<file path="config.mk">
export PLATFORM = sky130hd
export DESIGN_NAME = heat_pump_serial_request_engine
export DESIGN_NICKNAME = d
export VERILOG_FILES = /design/src/hw/rtl/hpsr_pkg.sv /design/src/hw/rtl/hpsr_engine.sv /design/src/hw/rtl/hpsr_resq.sv /design/src/hw/rtl/heat_pump_serial_request_engine.sv
export SDC_FILE = /design/constraint.sdc
export NUM_CORES = 1
export LEC_CHECK = 0
export BUFFER_PORTS_ARGS = -buffer_cell sky130_fd_sc_hd__buf_2
export CORE_ASPECT_RATIO = 1.5
export CORE_MARGIN = 1.5
export CORE_UTILIZATION = 35
export DETAILED_ROUTE_END_ITERATION = 6
export HOLD_SLACK_MARGIN = 0.05
export PLACE_DENSITY = 0.57
export SLEW_MARGIN = 20
export SYNTH_ARGS = -nofsm -noshare
export SYNTH_HDL_FRONTEND = slang
export SYNTH_SLANG_ARGS = --single-unit
</file>
<file path="constraint.sdc">
create_clock -name clk -period 19.65 [get_ports clk]
set_input_delay 3.93 -clock clk [delete_from_list [all_inputs] [get_ports clk]]
set_output_delay 3.93 -clock clk [all_outputs]
set_load 0.05 [all_outputs]
</file>
<file path="src/hw/rtl/hpsr_pkg.sv">
// ---------------------------------------------------------------------------
// Serial request engine package
// Shared codes, protocol bytes, result list types and list helpers.
// ---------------------------------------------------------------------------
package hpsr_pkg;

  // Exchange phase
  typedef enum logic [1:0] {
    PH_IDLE = 2'd0,
    PH_ACK  = 2'd1,
    PH_DATA = 2'd2,
    PH_RESP = 2'd3
  } phase_t;

  // Input commands
  localparam logic [1:0] CMD_START = 2'd0;
  localparam logic [1:0] CMD_BYTE  = 2'd1;
  localparam logic [1:0] CMD_TICK  = 2'd2;

  // Result kinds
  localparam logic [1:0] KIND_TX     = 2'd0;
  localparam logic [1:0] KIND_RESP   = 2'd1;
  localparam logic [1:0] KIND_STATUS = 2'd2;

  // Request status codes
  localparam logic [2:0] ST_OK      = 3'd0;
  localparam logic [2:0] ST_BAD_ACK = 3'd1;
  localparam logic [2:0] ST_TIMEOUT = 3'd2;
  localparam logic [2:0] ST_BAD_FRM = 3'd3;
  localparam logic [2:0] ST_BAD_KEY = 3'd4;

  // Configuration register indexes
  localparam logic REG_TIMEOUT = 1'b0;
  localparam logic REG_RETRY   = 1'b1;

  // Protocol bytes
  localparam logic [7:0] B_SOH  = 8'h01;
  localparam logic [7:0] B_STX  = 8'h02;
  localparam logic [7:0] B_ETX  = 8'h03;
  localparam logic [7:0] B_DLE  = 8'h10;
  localparam logic [7:0] B_FILL = 8'h18;
  localparam logic [7:0] B_ESC  = 8'h2B;
  localparam logic [7:0] B_ZERO = 8'h00;
  localparam logic [7:0] B_ALT  = 8'h80;

  localparam int unsigned MAX_RES = 8;

  typedef struct packed {
    logic [1:0] kind;
    logic [7:0] data;
    logic [2:0] status;
  } result_t;

  // Results caused by one input beat
  typedef struct packed {
    logic [3:0]                 cnt;
    result_t [MAX_RES-1:0]      ent;
  } list_t;

  // Append one result, dropping anything past the list depth
  function automatic list_t put(list_t l, logic [1:0] kind, logic [7:0] data,
                                logic [2:0] status);
    list_t r;
    r = l;
    if (l.cnt < 4'(MAX_RES)) begin
      r.ent[l.cnt[2:0]].kind   = kind;
      r.ent[l.cnt[2:0]].data   = data;
      r.ent[l.cnt[2:0]].status = status;
      r.cnt = l.cnt + 4'd1;
    end
    return r;
  endfunction

  // Append a transmit byte with its stuffing byte when needed
  function automatic list_t put_stuffed(list_t l, logic [7:0] b);
    list_t r;
    r = put(l, KIND_TX, b, ST_OK);
    if (b == B_DLE) begin
      r = put(r, KIND_TX, B_DLE, ST_OK);
    end else if (b == B_ESC) begin
      r = put(r, KIND_TX, B_FILL, ST_OK);
    end
    return r;
  endfunction

endpackage

</file>
<file path="src/hw/rtl/hpsr_engine.sv">
// ---------------------------------------------------------------------------
// Request engine core
// Exchange state registers and the single-pass step logic that turns one
// accepted input beat into a list of results.
// ---------------------------------------------------------------------------
module hpsr_engine #(
  parameter int MAX_FRAME = 64
) (
  input  logic            clk,
  input  logic            rst,
  input  logic            accept,
  input  logic [1:0]      command,
  input  logic [7:0]      request_code,
  input  logic [7:0]      rx_byte,
  input  logic [15:0]     timeout_ticks,
  input  logic [7:0]      retry_limit,
  output hpsr_pkg::list_t list
);

  localparam int CW = $clog2(MAX_FRAME + 2);
  localparam logic [CW-1:0] SAT   = CW'(MAX_FRAME + 1);
  localparam logic [CW-1:0] LIMIT = CW'(MAX_FRAME);

  typedef struct packed {
    logic [CW-1:0]   cnt;
    logic [3:0][7:0] hdr;
    logic [7:0]      sum;
  } body_t;

  // Pass one unstuffed body byte into header capture and checksum
  function automatic body_t emit(body_t s, logic [7:0] b);
    body_t r;
    r = s;
    if (s.cnt < CW'(4)) begin
      r.hdr[s.cnt[1:0]] = b;
    end
    if (s.cnt != CW'(2)) begin
      r.sum = s.sum + b;
    end
    if (s.cnt < SAT) begin
      r.cnt = s.cnt + CW'(1);
    end
    return r;
  endfunction

  hpsr_pkg::phase_t phase, phase_next;
  logic [7:0]    attempt, attempt_next;
  logic [15:0]   elapsed, elapsed_next;
  logic [7:0]    key, key_next;
  logic [7:0]    prior, prior_next;
  logic          held_valid, held_valid_next;
  logic [7:0]    held, held_next;
  logic [CW-1:0] raw_len, raw_len_next;
  logic [CW-1:0] ucount;
  logic [3:0][7:0] hdr;
  logic [7:0]    sum;
  body_t         body_next;
  logic [CW-1:0] raw_inc;
  logic [15:0]   tick_inc;
  logic          bad;

  // Step logic
  always_comb begin
    phase_next      = phase;
    attempt_next    = attempt;
    elapsed_next    = elapsed;
    key_next        = key;
    prior_next      = prior;
    held_valid_next = held_valid;
    held_next       = held;
    raw_len_next    = raw_len;
    body_next.cnt   = ucount;
    body_next.hdr   = hdr;
    body_next.sum   = sum;
    list            = '0;
    raw_inc         = (raw_len < SAT) ? raw_len + CW'(1) : raw_len;
    tick_inc        = (elapsed != 16'hFFFF) ? elapsed + 16'd1 : elapsed;
    bad             = 1'b0;
    if (accept) begin
      case (command)
        hpsr_pkg::CMD_START: begin
          if (phase == hpsr_pkg::PH_IDLE) begin
            key_next        = request_code;
            attempt_next    = 8'd1;
            prior_next      = '0;
            held_valid_next = 1'b0;
            held_next       = '0;
            list = hpsr_pkg::put(list, hpsr_pkg::KIND_TX, hpsr_pkg::B_STX, hpsr_pkg::ST_OK);
            phase_next      = hpsr_pkg::PH_ACK;
            elapsed_next    = '0;
          end
        end
        hpsr_pkg::CMD_BYTE: begin
          case (phase)
            hpsr_pkg::PH_ACK: begin
              if (rx_byte != hpsr_pkg::B_DLE) begin
                list = hpsr_pkg::put(list, hpsr_pkg::KIND_STATUS, 8'h00,
                                     hpsr_pkg::ST_BAD_ACK);
                phase_next      = hpsr_pkg::PH_IDLE;
                prior_next      = '0;
                held_valid_next = 1'b0;
              end else begin
                // send the request frame
                list = hpsr_pkg::put(list, hpsr_pkg::KIND_TX, hpsr_pkg::B_SOH, hpsr_pkg::ST_OK);
                list = hpsr_pkg::put(list, hpsr_pkg::KIND_TX, hpsr_pkg::B_ZERO, hpsr_pkg::ST_OK);
                list = hpsr_pkg::put_stuffed(list, hpsr_pkg::B_SOH + key);
                list = hpsr_pkg::put_stuffed(list, key);
                list = hpsr_pkg::put(list, hpsr_pkg::KIND_TX, hpsr_pkg::B_DLE, hpsr_pkg::ST_OK);
                list = hpsr_pkg::put(list, hpsr_pkg::KIND_TX, hpsr_pkg::B_ETX, hpsr_pkg::ST_OK);
                phase_next   = hpsr_pkg::PH_DATA;
                elapsed_next = '0;
                prior_next   = '0;
              end
            end
            hpsr_pkg::PH_DATA: begin
              if (prior == hpsr_pkg::B_DLE && rx_byte == hpsr_pkg::B_STX) begin
                list = hpsr_pkg::put(list, hpsr_pkg::KIND_TX, hpsr_pkg::B_DLE, hpsr_pkg::ST_OK);
                phase_next      = hpsr_pkg::PH_RESP;
                elapsed_next    = '0;
                prior_next      = '0;
                held_valid_next = 1'b0;
                held_next       = '0;
                raw_len_next    = '0;
                body_next.cnt   = '0;
                body_next.sum   = '0;
              end else begin
                prior_next = rx_byte;
              end
            end
            hpsr_pkg::PH_RESP: begin
              raw_len_next = raw_inc;
              if (raw_inc > CW'(4) && prior == hpsr_pkg::B_DLE &&
                  rx_byte == hpsr_pkg::B_ETX) begin
                // tail reached: pass it out and judge the frame
                held_valid_next = 1'b0;
                list = hpsr_pkg::put(list, hpsr_pkg::KIND_RESP, hpsr_pkg::B_DLE, hpsr_pkg::ST_OK);
                list = hpsr_pkg::put(list, hpsr_pkg::KIND_RESP, hpsr_pkg::B_ETX, hpsr_pkg::ST_OK);
                bad = (raw_inc > LIMIT) || (ucount < CW'(3)) ||
                      (hdr[0] != hpsr_pkg::B_SOH) ||
                      (hdr[1] != hpsr_pkg::B_ZERO && hdr[1] != hpsr_pkg::B_ALT) ||
                      (sum != hdr[2]);
                if (bad) begin
                  list = hpsr_pkg::put(list, hpsr_pkg::KIND_STATUS, 8'h00,
                                       hpsr_pkg::ST_BAD_FRM);
                end else if (hdr[3] != key) begin
                  list = hpsr_pkg::put(list, hpsr_pkg::KIND_STATUS, 8'h00,
                                       hpsr_pkg::ST_BAD_KEY);
                end else begin
                  list = hpsr_pkg::put(list, hpsr_pkg::KIND_STATUS, 8'h00, hpsr_pkg::ST_OK);
                end
                phase_next = hpsr_pkg::PH_IDLE;
                prior_next = '0;
              end else begin
                // unstuff the body
                if (held_valid &&
                    ((held == hpsr_pkg::B_DLE && rx_byte == hpsr_pkg::B_DLE) ||
                     (held == hpsr_pkg::B_ESC && rx_byte == hpsr_pkg::B_FILL))) begin
                  body_next = emit(body_next, held);
                  list = hpsr_pkg::put(list, hpsr_pkg::KIND_RESP, held, hpsr_pkg::ST_OK);
                  held_valid_next = 1'b0;
                end else begin
                  if (held_valid) begin
                    body_next = emit(body_next, held);
                    list = hpsr_pkg::put(list, hpsr_pkg::KIND_RESP, held, hpsr_pkg::ST_OK);
                    held_valid_next = 1'b0;
                  end
                  if (rx_byte == hpsr_pkg::B_DLE || rx_byte == hpsr_pkg::B_ESC) begin
                    held_next       = rx_byte;
                    held_valid_next = 1'b1;
                  end else begin
                    body_next = emit(body_next, rx_byte);
                    list = hpsr_pkg::put(list, hpsr_pkg::KIND_RESP, rx_byte, hpsr_pkg::ST_OK);
                  end
                end
                prior_next = rx_byte;
              end
            end
            default: begin
            end
          endcase
        end
        hpsr_pkg::CMD_TICK: begin
          if (phase != hpsr_pkg::PH_IDLE) begin
            elapsed_next = tick_inc;
            if (tick_inc >= timeout_ticks) begin
              if (phase == hpsr_pkg::PH_ACK && attempt < retry_limit) begin
                // resend the start byte
                attempt_next    = (attempt != 8'hFF) ? attempt + 8'd1 : attempt;
                prior_next      = '0;
                held_valid_next = 1'b0;
                held_next       = '0;
                list = hpsr_pkg::put(list, hpsr_pkg::KIND_TX, hpsr_pkg::B_STX, hpsr_pkg::ST_OK);
                phase_next      = hpsr_pkg::PH_ACK;
                elapsed_next    = '0;
              end else begin
                list = hpsr_pkg::put(list, hpsr_pkg::KIND_STATUS, 8'h00,
                                     hpsr_pkg::ST_TIMEOUT);
                phase_next      = hpsr_pkg::PH_IDLE;
                prior_next      = '0;
                held_valid_next = 1'b0;
              end
            end
          end
        end
        default: begin
        end
      endcase
    end
  end

  // Control state
  always_ff @(posedge clk) begin
    if (rst) begin
      phase      <= hpsr_pkg::PH_IDLE;
      attempt    <= '0;
      elapsed    <= '0;
      key        <= '0;
      prior      <= '0;
      held_valid <= 1'b0;
      held       <= '0;
      raw_len    <= '0;
      ucount     <= '0;
      sum        <= '0;
    end else begin
      phase      <= phase_next;
      attempt    <= attempt_next;
      elapsed    <= elapsed_next;
      key        <= key_next;
      prior      <= prior_next;
      held_valid <= held_valid_next;
      held       <= held_next;
      raw_len    <= raw_len_next;
      ucount     <= body_next.cnt;
      sum        <= body_next.sum;
    end
  end

  // Header capture, written only by body bytes
  always_ff @(posedge clk) begin
    hdr <= body_next.hdr;
  end

  // A held byte only exists while collecting a response
  a_held_in_resp: assert property (@(posedge clk) disable iff (rst)
    held_valid |-> phase == hpsr_pkg::PH_RESP)
    else $error("held byte outside response phase");

  // A start while idle always opens the acknowledgment wait
  a_start_opens: assert property (@(posedge clk) disable iff (rst)
    accept && command == hpsr_pkg::CMD_START && phase == hpsr_pkg::PH_IDLE
    |=> phase == hpsr_pkg::PH_ACK && attempt == 8'd1)
    else $error("start did not open acknowledgment wait");

  // Leaving for idle always reports a status as the final result
  a_idle_status: assert property (@(posedge clk) disable iff (rst)
    phase != hpsr_pkg::PH_IDLE && phase_next == hpsr_pkg::PH_IDLE
    |-> list.cnt != 4'd0 && list.ent[list.cnt[2:0] - 3'd1].kind == hpsr_pkg::KIND_STATUS)
    else $error("return to idle without status");

endmodule

</file>
<file path="src/hw/rtl/hpsr_resq.sv">
// ---------------------------------------------------------------------------
// Result queue
// Two result-list slots: one drains one result per beat while the other
// takes the list of the next input beat.
// ---------------------------------------------------------------------------
module hpsr_resq (
  input  logic             clk,
  input  logic             rst,
  input  logic             push,
  input  hpsr_pkg::list_t  list,
  output logic             free,
  output logic             out_valid,
  input  logic             out_ready,
  output hpsr_pkg::result_t entry,
  output logic             last
);

  hpsr_pkg::list_t slot [2];
  logic [1:0] full;
  logic       wr_sel;
  logic       rd_sel;
  logic [2:0] rd_idx;
  logic       pop;

  // Present the current result
  always_comb begin
    free      = !full[wr_sel];
    out_valid = full[rd_sel];
    entry     = slot[rd_sel].ent[rd_idx];
    last      = ({1'b0, rd_idx} == slot[rd_sel].cnt - 4'd1);
    pop       = out_valid && out_ready;
  end

  // Slot payload
  always_ff @(posedge clk) begin
    if (push) begin
      slot[wr_sel] <= list;
    end
  end

  // Fill and drain control
  always_ff @(posedge clk) begin
    if (rst) begin
      full   <= '0;
      wr_sel <= 1'b0;
      rd_sel <= 1'b0;
      rd_idx <= '0;
    end else begin
      if (pop) begin
        if (last) begin
          full[rd_sel] <= 1'b0;
          rd_sel       <= !rd_sel;
          rd_idx       <= '0;
        end else begin
          rd_idx <= rd_idx + 3'd1;
        end
      end
      if (push) begin
        full[wr_sel] <= 1'b1;
        wr_sel       <= !wr_sel;
      end
    end
  end

  // A full slot never holds an empty list
  a_slot_nonempty: assert property (@(posedge clk) disable iff (rst)
    full[rd_sel] |-> slot[rd_sel].cnt != 4'd0)
    else $error("empty list in full slot");

  // Slots drain in fill order: an empty read slot means the queue is empty
  a_order: assert property (@(posedge clk) disable iff (rst)
    !full[rd_sel] |-> full == 2'b00 && rd_idx == 3'd0)
    else $error("slot order broken");

endmodule

</file>
<file path="src/hw/rtl/heat_pump_serial_request_engine.sv">
// Results: those of an accepted input beat are registered into a result-list
// slot and leave one per cycle while out_ready is high.
// Throughput: one input beat per cycle while each causes at most one result
// and out_ready is high; input is taken while one of the two list slots is free.
// Reset: synchronous, active high; returns to idle with an empty queue,
// timeout_ticks 100 and retry_limit 3.
// ---------------------------------------------------------------------------
// Heat pump serial request engine
// Master side of one stuffed serial request exchange with retries, timeout
// and response unstuffing and checking.
// ---------------------------------------------------------------------------
module heat_pump_serial_request_engine #(
  parameter int MAX_FRAME = 64
) (
  input  logic        clk,
  input  logic        rst,
  input  logic        in_valid,
  output logic        in_ready,
  input  logic [1:0]  command,
  input  logic [7:0]  request_code,
  input  logic [7:0]  rx_byte,
  output logic        out_valid,
  input  logic        out_ready,
  output logic [1:0]  result_kind,
  output logic [7:0]  data_byte,
  output logic [2:0]  status,
  output logic        last,
  input  logic        cfg_write,
  input  logic        cfg_index,
  input  logic [15:0] cfg_data
);

  logic [15:0] timeout_ticks;
  logic [7:0]  retry_limit;
  logic        accept;
  hpsr_pkg::list_t   list;
  hpsr_pkg::result_t entry;

  // Configuration registers
  always_ff @(posedge clk) begin
    if (rst) begin
      timeout_ticks <= 16'd100;
      retry_limit   <= 8'd3;
    end else if (cfg_write) begin
      case (cfg_index)
        hpsr_pkg::REG_TIMEOUT: timeout_ticks <= cfg_data;
        hpsr_pkg::REG_RETRY:   retry_limit   <= cfg_data[7:0];
        default: begin
        end
      endcase
    end
  end

  assign accept = in_valid && in_ready;

  hpsr_engine #(
    .MAX_FRAME (MAX_FRAME)
  ) u_engine (
    .clk           (clk),
    .rst           (rst),
    .accept        (accept),
    .command       (command),
    .request_code  (request_code),
    .rx_byte       (rx_byte),
    .timeout_ticks (timeout_ticks),
    .retry_limit   (retry_limit),
    .list          (list)
  );

  hpsr_resq u_resq (
    .clk       (clk),
    .rst       (rst),
    .push      (accept && list.cnt != 4'd0),
    .list      (list),
    .free      (in_ready),
    .out_valid (out_valid),
    .out_ready (out_ready),
    .entry     (entry),
    .last      (last)
  );

  // Drive the result fields
  assign result_kind = entry.kind;
  assign data_byte   = entry.data;
  assign status      = entry.status;

endmodule
</file>
Yosys cells after proc, flatten, opt, wreduce, memory -nomap -nowiden
Memories as Yosys holds them, arrays and structs flattened. A register that Yosys moved wholly into a read port is not among the register bits.
Index checks and enable logic that the tools add are counted.
Widths: inputs -> output; s select.

storage, ports and cells
  memories = 1
  bits in writable memories = 216
  output and inout port bits = 16
  bits in registers = 136
  input bits = 40

operators by class
  reductions and logical operators = 55
  add/sub/neg operators = 20
  equality and inequality tests = 44
  multiplexer cells = 273
  $lt $le $gt $ge = 49
  bitwise logic cells = 5

memories
  memory       words  width  rd ports  clocked after Yosys merged registers in  wr ports  line             RTL
  u_resq.slot  2      108    1         1                                        1         hpsr_resq.sv:18  hpsr_pkg::list_t slot [2];

operator list
  kind                 count
  $mux 108             60
  $bwmux 104           36
  $demux 13 s3         30
  $pmux 108 s3         2
  $mux 47              9
  $mux 105             3
  $mux 13              20
  $mux 8               21
  $mux 16              7
  $mux 11              10
  $pmux 8 s3           3
  $bwmux 32            2
  $mux 32              2
  $eq 8x5->1 const B   6
  $pmux 16 s3          1
  $pmux 8 s2           3
  $lt 3x4->1 const B   11
  $add 4x1->4 const B  10
  $lt 4x4->1 const B   10
  $bmux 13 s3          1
  $mux 3               11
  $demux 8 s2          2
  $eq 8x6->1 const B   4
  $mux 4               8
  63 further kinds     174

Longest topological paths before layout
  word-level depth = 97
  depth in mapped cells = 16
  depth with buffers taken out = 15

By module
A second synthesis with hierarchy kept.

second synthesis, totals
  cells, all modules = 1645
  area total of the unflattened synthesis = 19004.5 µm²

by module, submodules not included
  module                           seq. area each (µm²)  area an instance (µm²)  instances  cells an instance
  hpsr_engine                      2392.3                9345.2                  1          1188
  hpsr_resq                        6646.4                8585.7                  1          352
  heat_pump_serial_request_engine  480.5                 1073.5                  1          105

Worst setup path before layout
OpenSTA, ideal clock, no wires.

  path type = input port to flip-flop
  from = input port rx_byte[4]
  to = memory u_resq.slot[1][0] (netlist name) (enable)
  data required time = 19.131 ns
  setup slack = 10.261 ns
  arrival = 8.870 ns
  library setup time = 0.519 ns
  buffers on the path = 1
  stages = 10
  cells stage by stage = buf_2 > nor4b_1 > nand4_1 > a21oi_2 > ha_1 > inv_1 > a31o_2 > o21ai_0 > a211oi_2 > nor2b_1

between the ends
  word-level cells in the longest chain between the ends = 13
  elaborated cells on any way between the ends = 25
  classes of those cells = eq/ne: 6; mux: 10; reduce/logical: 9

ends and longest elaborated chain
  element                                      line                                                        RTL
  start: declaration                           heat_pump_serial_request_engine.sv:21                       input logic [7:0] rx_byte,
  $eq 8x5->1, on equally long branches         hpsr_engine.sv:156, hpsr_engine.sv:167, hpsr_engine.sv:157
  $logic_and 1x1->1, on equally long branches  hpsr_engine.sv:156, hpsr_engine.sv:157
  $logic_or 1x1->1                             hpsr_engine.sv:156                                          ((held == hpsr_pkg::B_DLE && rx_byte == hpsr_pkg::B_DLE) ||
  $logic_and 1x1->1                            hpsr_engine.sv:155                                          if (held_valid &&
  $mux 108                                     hpsr_engine.sv:155
  $mux 108                                     hpsr_engine.sv:132                                          if (raw_inc > CW'(4) && prior == hpsr_pkg::B_DLE &&
  $pmux 108 s3 (*)                             hpsr_engine.sv:94                                           case (phase)
  $pmux 108 s3 (*)                             hpsr_engine.sv:80                                           case (command)
  $mux 108 (*)                                 hpsr_engine.sv:79                                           if (accept) begin
  $reduce_bool 4->1 (*)                        heat_pump_serial_request_engine.sv:73                       .push (accept && list.cnt != 4'd0),
  $logic_and 1x1->1 (*)                        heat_pump_serial_request_engine.sv:73
  $mux 1 (*)                                   hpsr_resq.sv:36                                             if (push) begin
  $mux 1 (implied by the code) (*)             hpsr_resq.sv:37                                             slot[wr_sel] <= list;
  end: declaration                             hpsr_resq.sv:18

Mark *: on every way between the ends. The rest lies on a longest branch, timed or not.

Worst setup path after layout
  from = input port rx_byte[4]
  to = memory u_resq.slot[1][10] (netlist name) (enable)

Same word-level chain as after synthesis.

==> impl_metrics.ini <==
[detailed_routing]
initialDrtViolationCount = 875
vias = 12400
drc = 0
ant_nets = 0
post_drt_via_cell_ratio = 5.55
wire_per_inst_um = 19.3
first_pass_iters = 6
totalWireLength_um = 43400

[global_route]
overflow = 0
grt_pass1_wl_um = 68700
grt_pass1_vias = 12500
track_usage_pct = 18.3
antenna_found_initial = 3
grt_max_degree = 77

[critical_path]
cp_max_fo = 76
endpoint_kind = flop
criticalPathCategory = in -> reg
worstPathArrival_ns = 7.34
r2r_slack_ns = 14.65
cp.required_ns = 19.83
critPathLaunchType = input port

[pwr]
peakVddDrop_mv = 0.0638
leakage_nw = 6.66
power.total_mw = 1.32
pwr_density_cell_mw_per_mm2 = 72.7

[synth]
synth_cells = 1584
syn_area_mm2 = 0.0162
synth_edf_count = 183
yosys_warnings = 0
synthAdderAreaFrac_pct = 5.25
yosys.area_share.simple_pct = 16.6
seq_area_frac_synth_pct = 46.8
synth_xor_xnor_area_share_pct = 3.05
async_flop_share_pct = 0
synth.ff_latch_count = 288
synth_compound_area_share_pct = 14.6
synth_mux_area_share_pct = 9.84
synth_area_per_cell_um2 = 10.3
synth_cell_types = 79
synth_ff_type = edfxtp_1
synth_top_family_by_area = simple AND/OR/NAND/NOR gates

[sta]
fin_crit_sh_pct = 36.4
rsz0062_at_grt = false
setup_viol = 0
finalCriticalPeriod_ns = 7.16
fin_skew_ns = 0.0339
fin_ws_ns = 12.49
setup_tns_ns = 0
clock.fmax_mhz = 140
worst_pin_slew_ns = 1.06
drv_slew = 0
slew_headroom_pct = 29.1
finalHoldViolCount = 0

[floorplan]
io_pins = 56
start_util_pct = 35.5
dieArea_mm2 = 0.0477
die_height_um = 267
num_rows = 96
core_mm2 = 0.0458
die_w_um = 179

[placement]
place.gp.congestion = 0.843
pre_cts_ws_ns = 11.94
dp_hpwl_um = 30600
portBuffers = 55
dp_cells = 2183

[clocking]
tritoncts = built
clk_pin_slew_ns = 0.06
ctsHoldBuffers = 0
htreeDepth = 1
clock-sinks = 288
postCtsSetupBuffers = 0
clock_tree.root_cell = clkbuf_16
clk_latency_ns = 0.59
ctsResizeCount = 0
clockBufferDepth = 3
numCtsBuffers = 31

[cells_and_area]
finalNonFillerCells = 2242
layout_commonest_cell = edfxtp_1
layout-drive-gt1-share_pct = 12.5
layout_common_cells = 183 x edfxtp_1, 149 x nand2_1, 112 x nor2_1
areaGrowthSynthToFinish_pct = 12.1
nNetsFinal = 1735

[worst_hold_path]
min_path_type = reg -> reg

[run_status]
outcome = finished clean

[run]
drv_cap = 0
[path summary, 6_finish.rpt]
check,startpoint,to,cells past startpoint
hold reg to reg,retry_limit[2],retry_limit[2],2
setup reg to reg,u_engine.ucount[2],u_engine.sum[7],13
hold / removal,retry_limit[2],retry_limit[2],2
setup / recovery,rx_byte[4],u_resq.slot[1][10],11
[cells by family after synthesis]
logic type               count (synthesis)
buffers and inverters                  162
AO/OA/AOI/OAI                          360
multiplexers                           116
XOR/XNOR                                55
flip-flops                             288
adder cells (fa/ha/maj)                 67
other                                    1
AND/OR/NAND/NOR                        535
[cell type report]
type	count	area [µm²]
Sequential cell	288	7600
Tap cell	588	736
Fill cell	4480	27600
Timing Repair Buffer	72	403
Clock buffer	35	791
Antenna cell	1	2.50
Clock inverter	23	235
Inverter	64	240
Multi-Input combinational cell	1171	8200
[power breakdown]
group | switching [mW] | leakage, nW | internal [mW]
Combinational | 0.0509 | 3.67 | 0.0244
Clock | 0.251 | 0.497 | 0.343
Sequential | 0.00670 | 2.49 | 0.647
Total | 0.309 | 6.66 | 1.01
[metrics by stage]
step | util (%) | hold WS, ns | area (µm²)
global route | 39.8 | 0.477 | 18200
detailed placement | 37.5 | 0.447 | 17200
floorplan | - | 0.433 | 16400
finish | 39.8 | 0.452 | 18200
global placement | 37.5 | 0.445 | 17200
CTS | 39.8 | 0.455 | 18200
[Yosys cell counts (6+ instances only)]
cell | n | area [µm²]
a211oi_1 | 9 | 67.6
a21o_1 | 11 | 82.6
a21oi_1 | 107 | 536
a221o_1 | 17 | 170
a31oi_1 | 16 | 100
a41oi_1 | 6 | 52.6
and2_1 | 27 | 169
and3_1 | 15 | 93.8
and4_1 | 7 | 61.3
buf_1 | 12 | 45.0
buf_2 | 12 | 60.1
clkbuf_1 | 74 | 278
dfxtp_1 | 105 | 2100
edfxtp_1 | 183 | 5500
ha_1 | 65 | 813
inv_1 | 63 | 236
mux2_2 | 9 | 101
mux2i_1 | 73 | 731
mux4_2 | 34 | 766
nand2_1 | 149 | 559
nand2b_1 | 6 | 37.5
nand3_1 | 68 | 340
nand3b_1 | 6 | 45.0
nand4_1 | 25 | 156
nor2_1 | 113 | 424
nor2b_1 | 17 | 106
nor3_1 | 33 | 165
nor4_1 | 18 | 113
nor4b_1 | 6 | 52.6
o211ai_1 | 17 | 128
o21a_1 | 14 | 105
o21ai_0 | 73 | 365
o221ai_1 | 16 | 140
o22ai_1 | 11 | 68.8
or2_2 | 9 | 56.3
or3_1 | 7 | 43.8
or4_1 | 7 | 52.6
xnor2_1 | 42 | 368
xor2_1 | 12 | 105
[metal layers]
layer	track usage [%]	share of wire (%)	up-vias
li1	-	-	6003
met1	20.5	39	6035
met2	34.7	54	304
met3	2.32	4.1	102
met4	6.94	3.6	4
met5	0	0.062	-
[state kept, by name, indices dropped and copies added (netlist names), 7 cells and up, named ones only]
register and flops:
u_resq.slot 152, u_engine.held 8, u_engine.elapsed 16, u_engine.key 8, retry_limit 8, u_engine.hdr 31, u_engine.sum 8, u_engine.attempt 8
timeout_ticks 16, u_engine.prior 8, u_engine.ucount 7, u_engine.raw_len 7
[worst max-delay path: stages]
cell,delay (ns)
buf_2,0.31
nor4b_2,0.42
nand3b_1,0.14
a21oi_2,0.45
inv_1,0.34
ha_1,0.32
a32oi_1,0.17
nand2_1,0.11
a211oi_2,0.58
nor2b_4,0.06
buf_4,0.44
(Power assumes the default switching activity.)
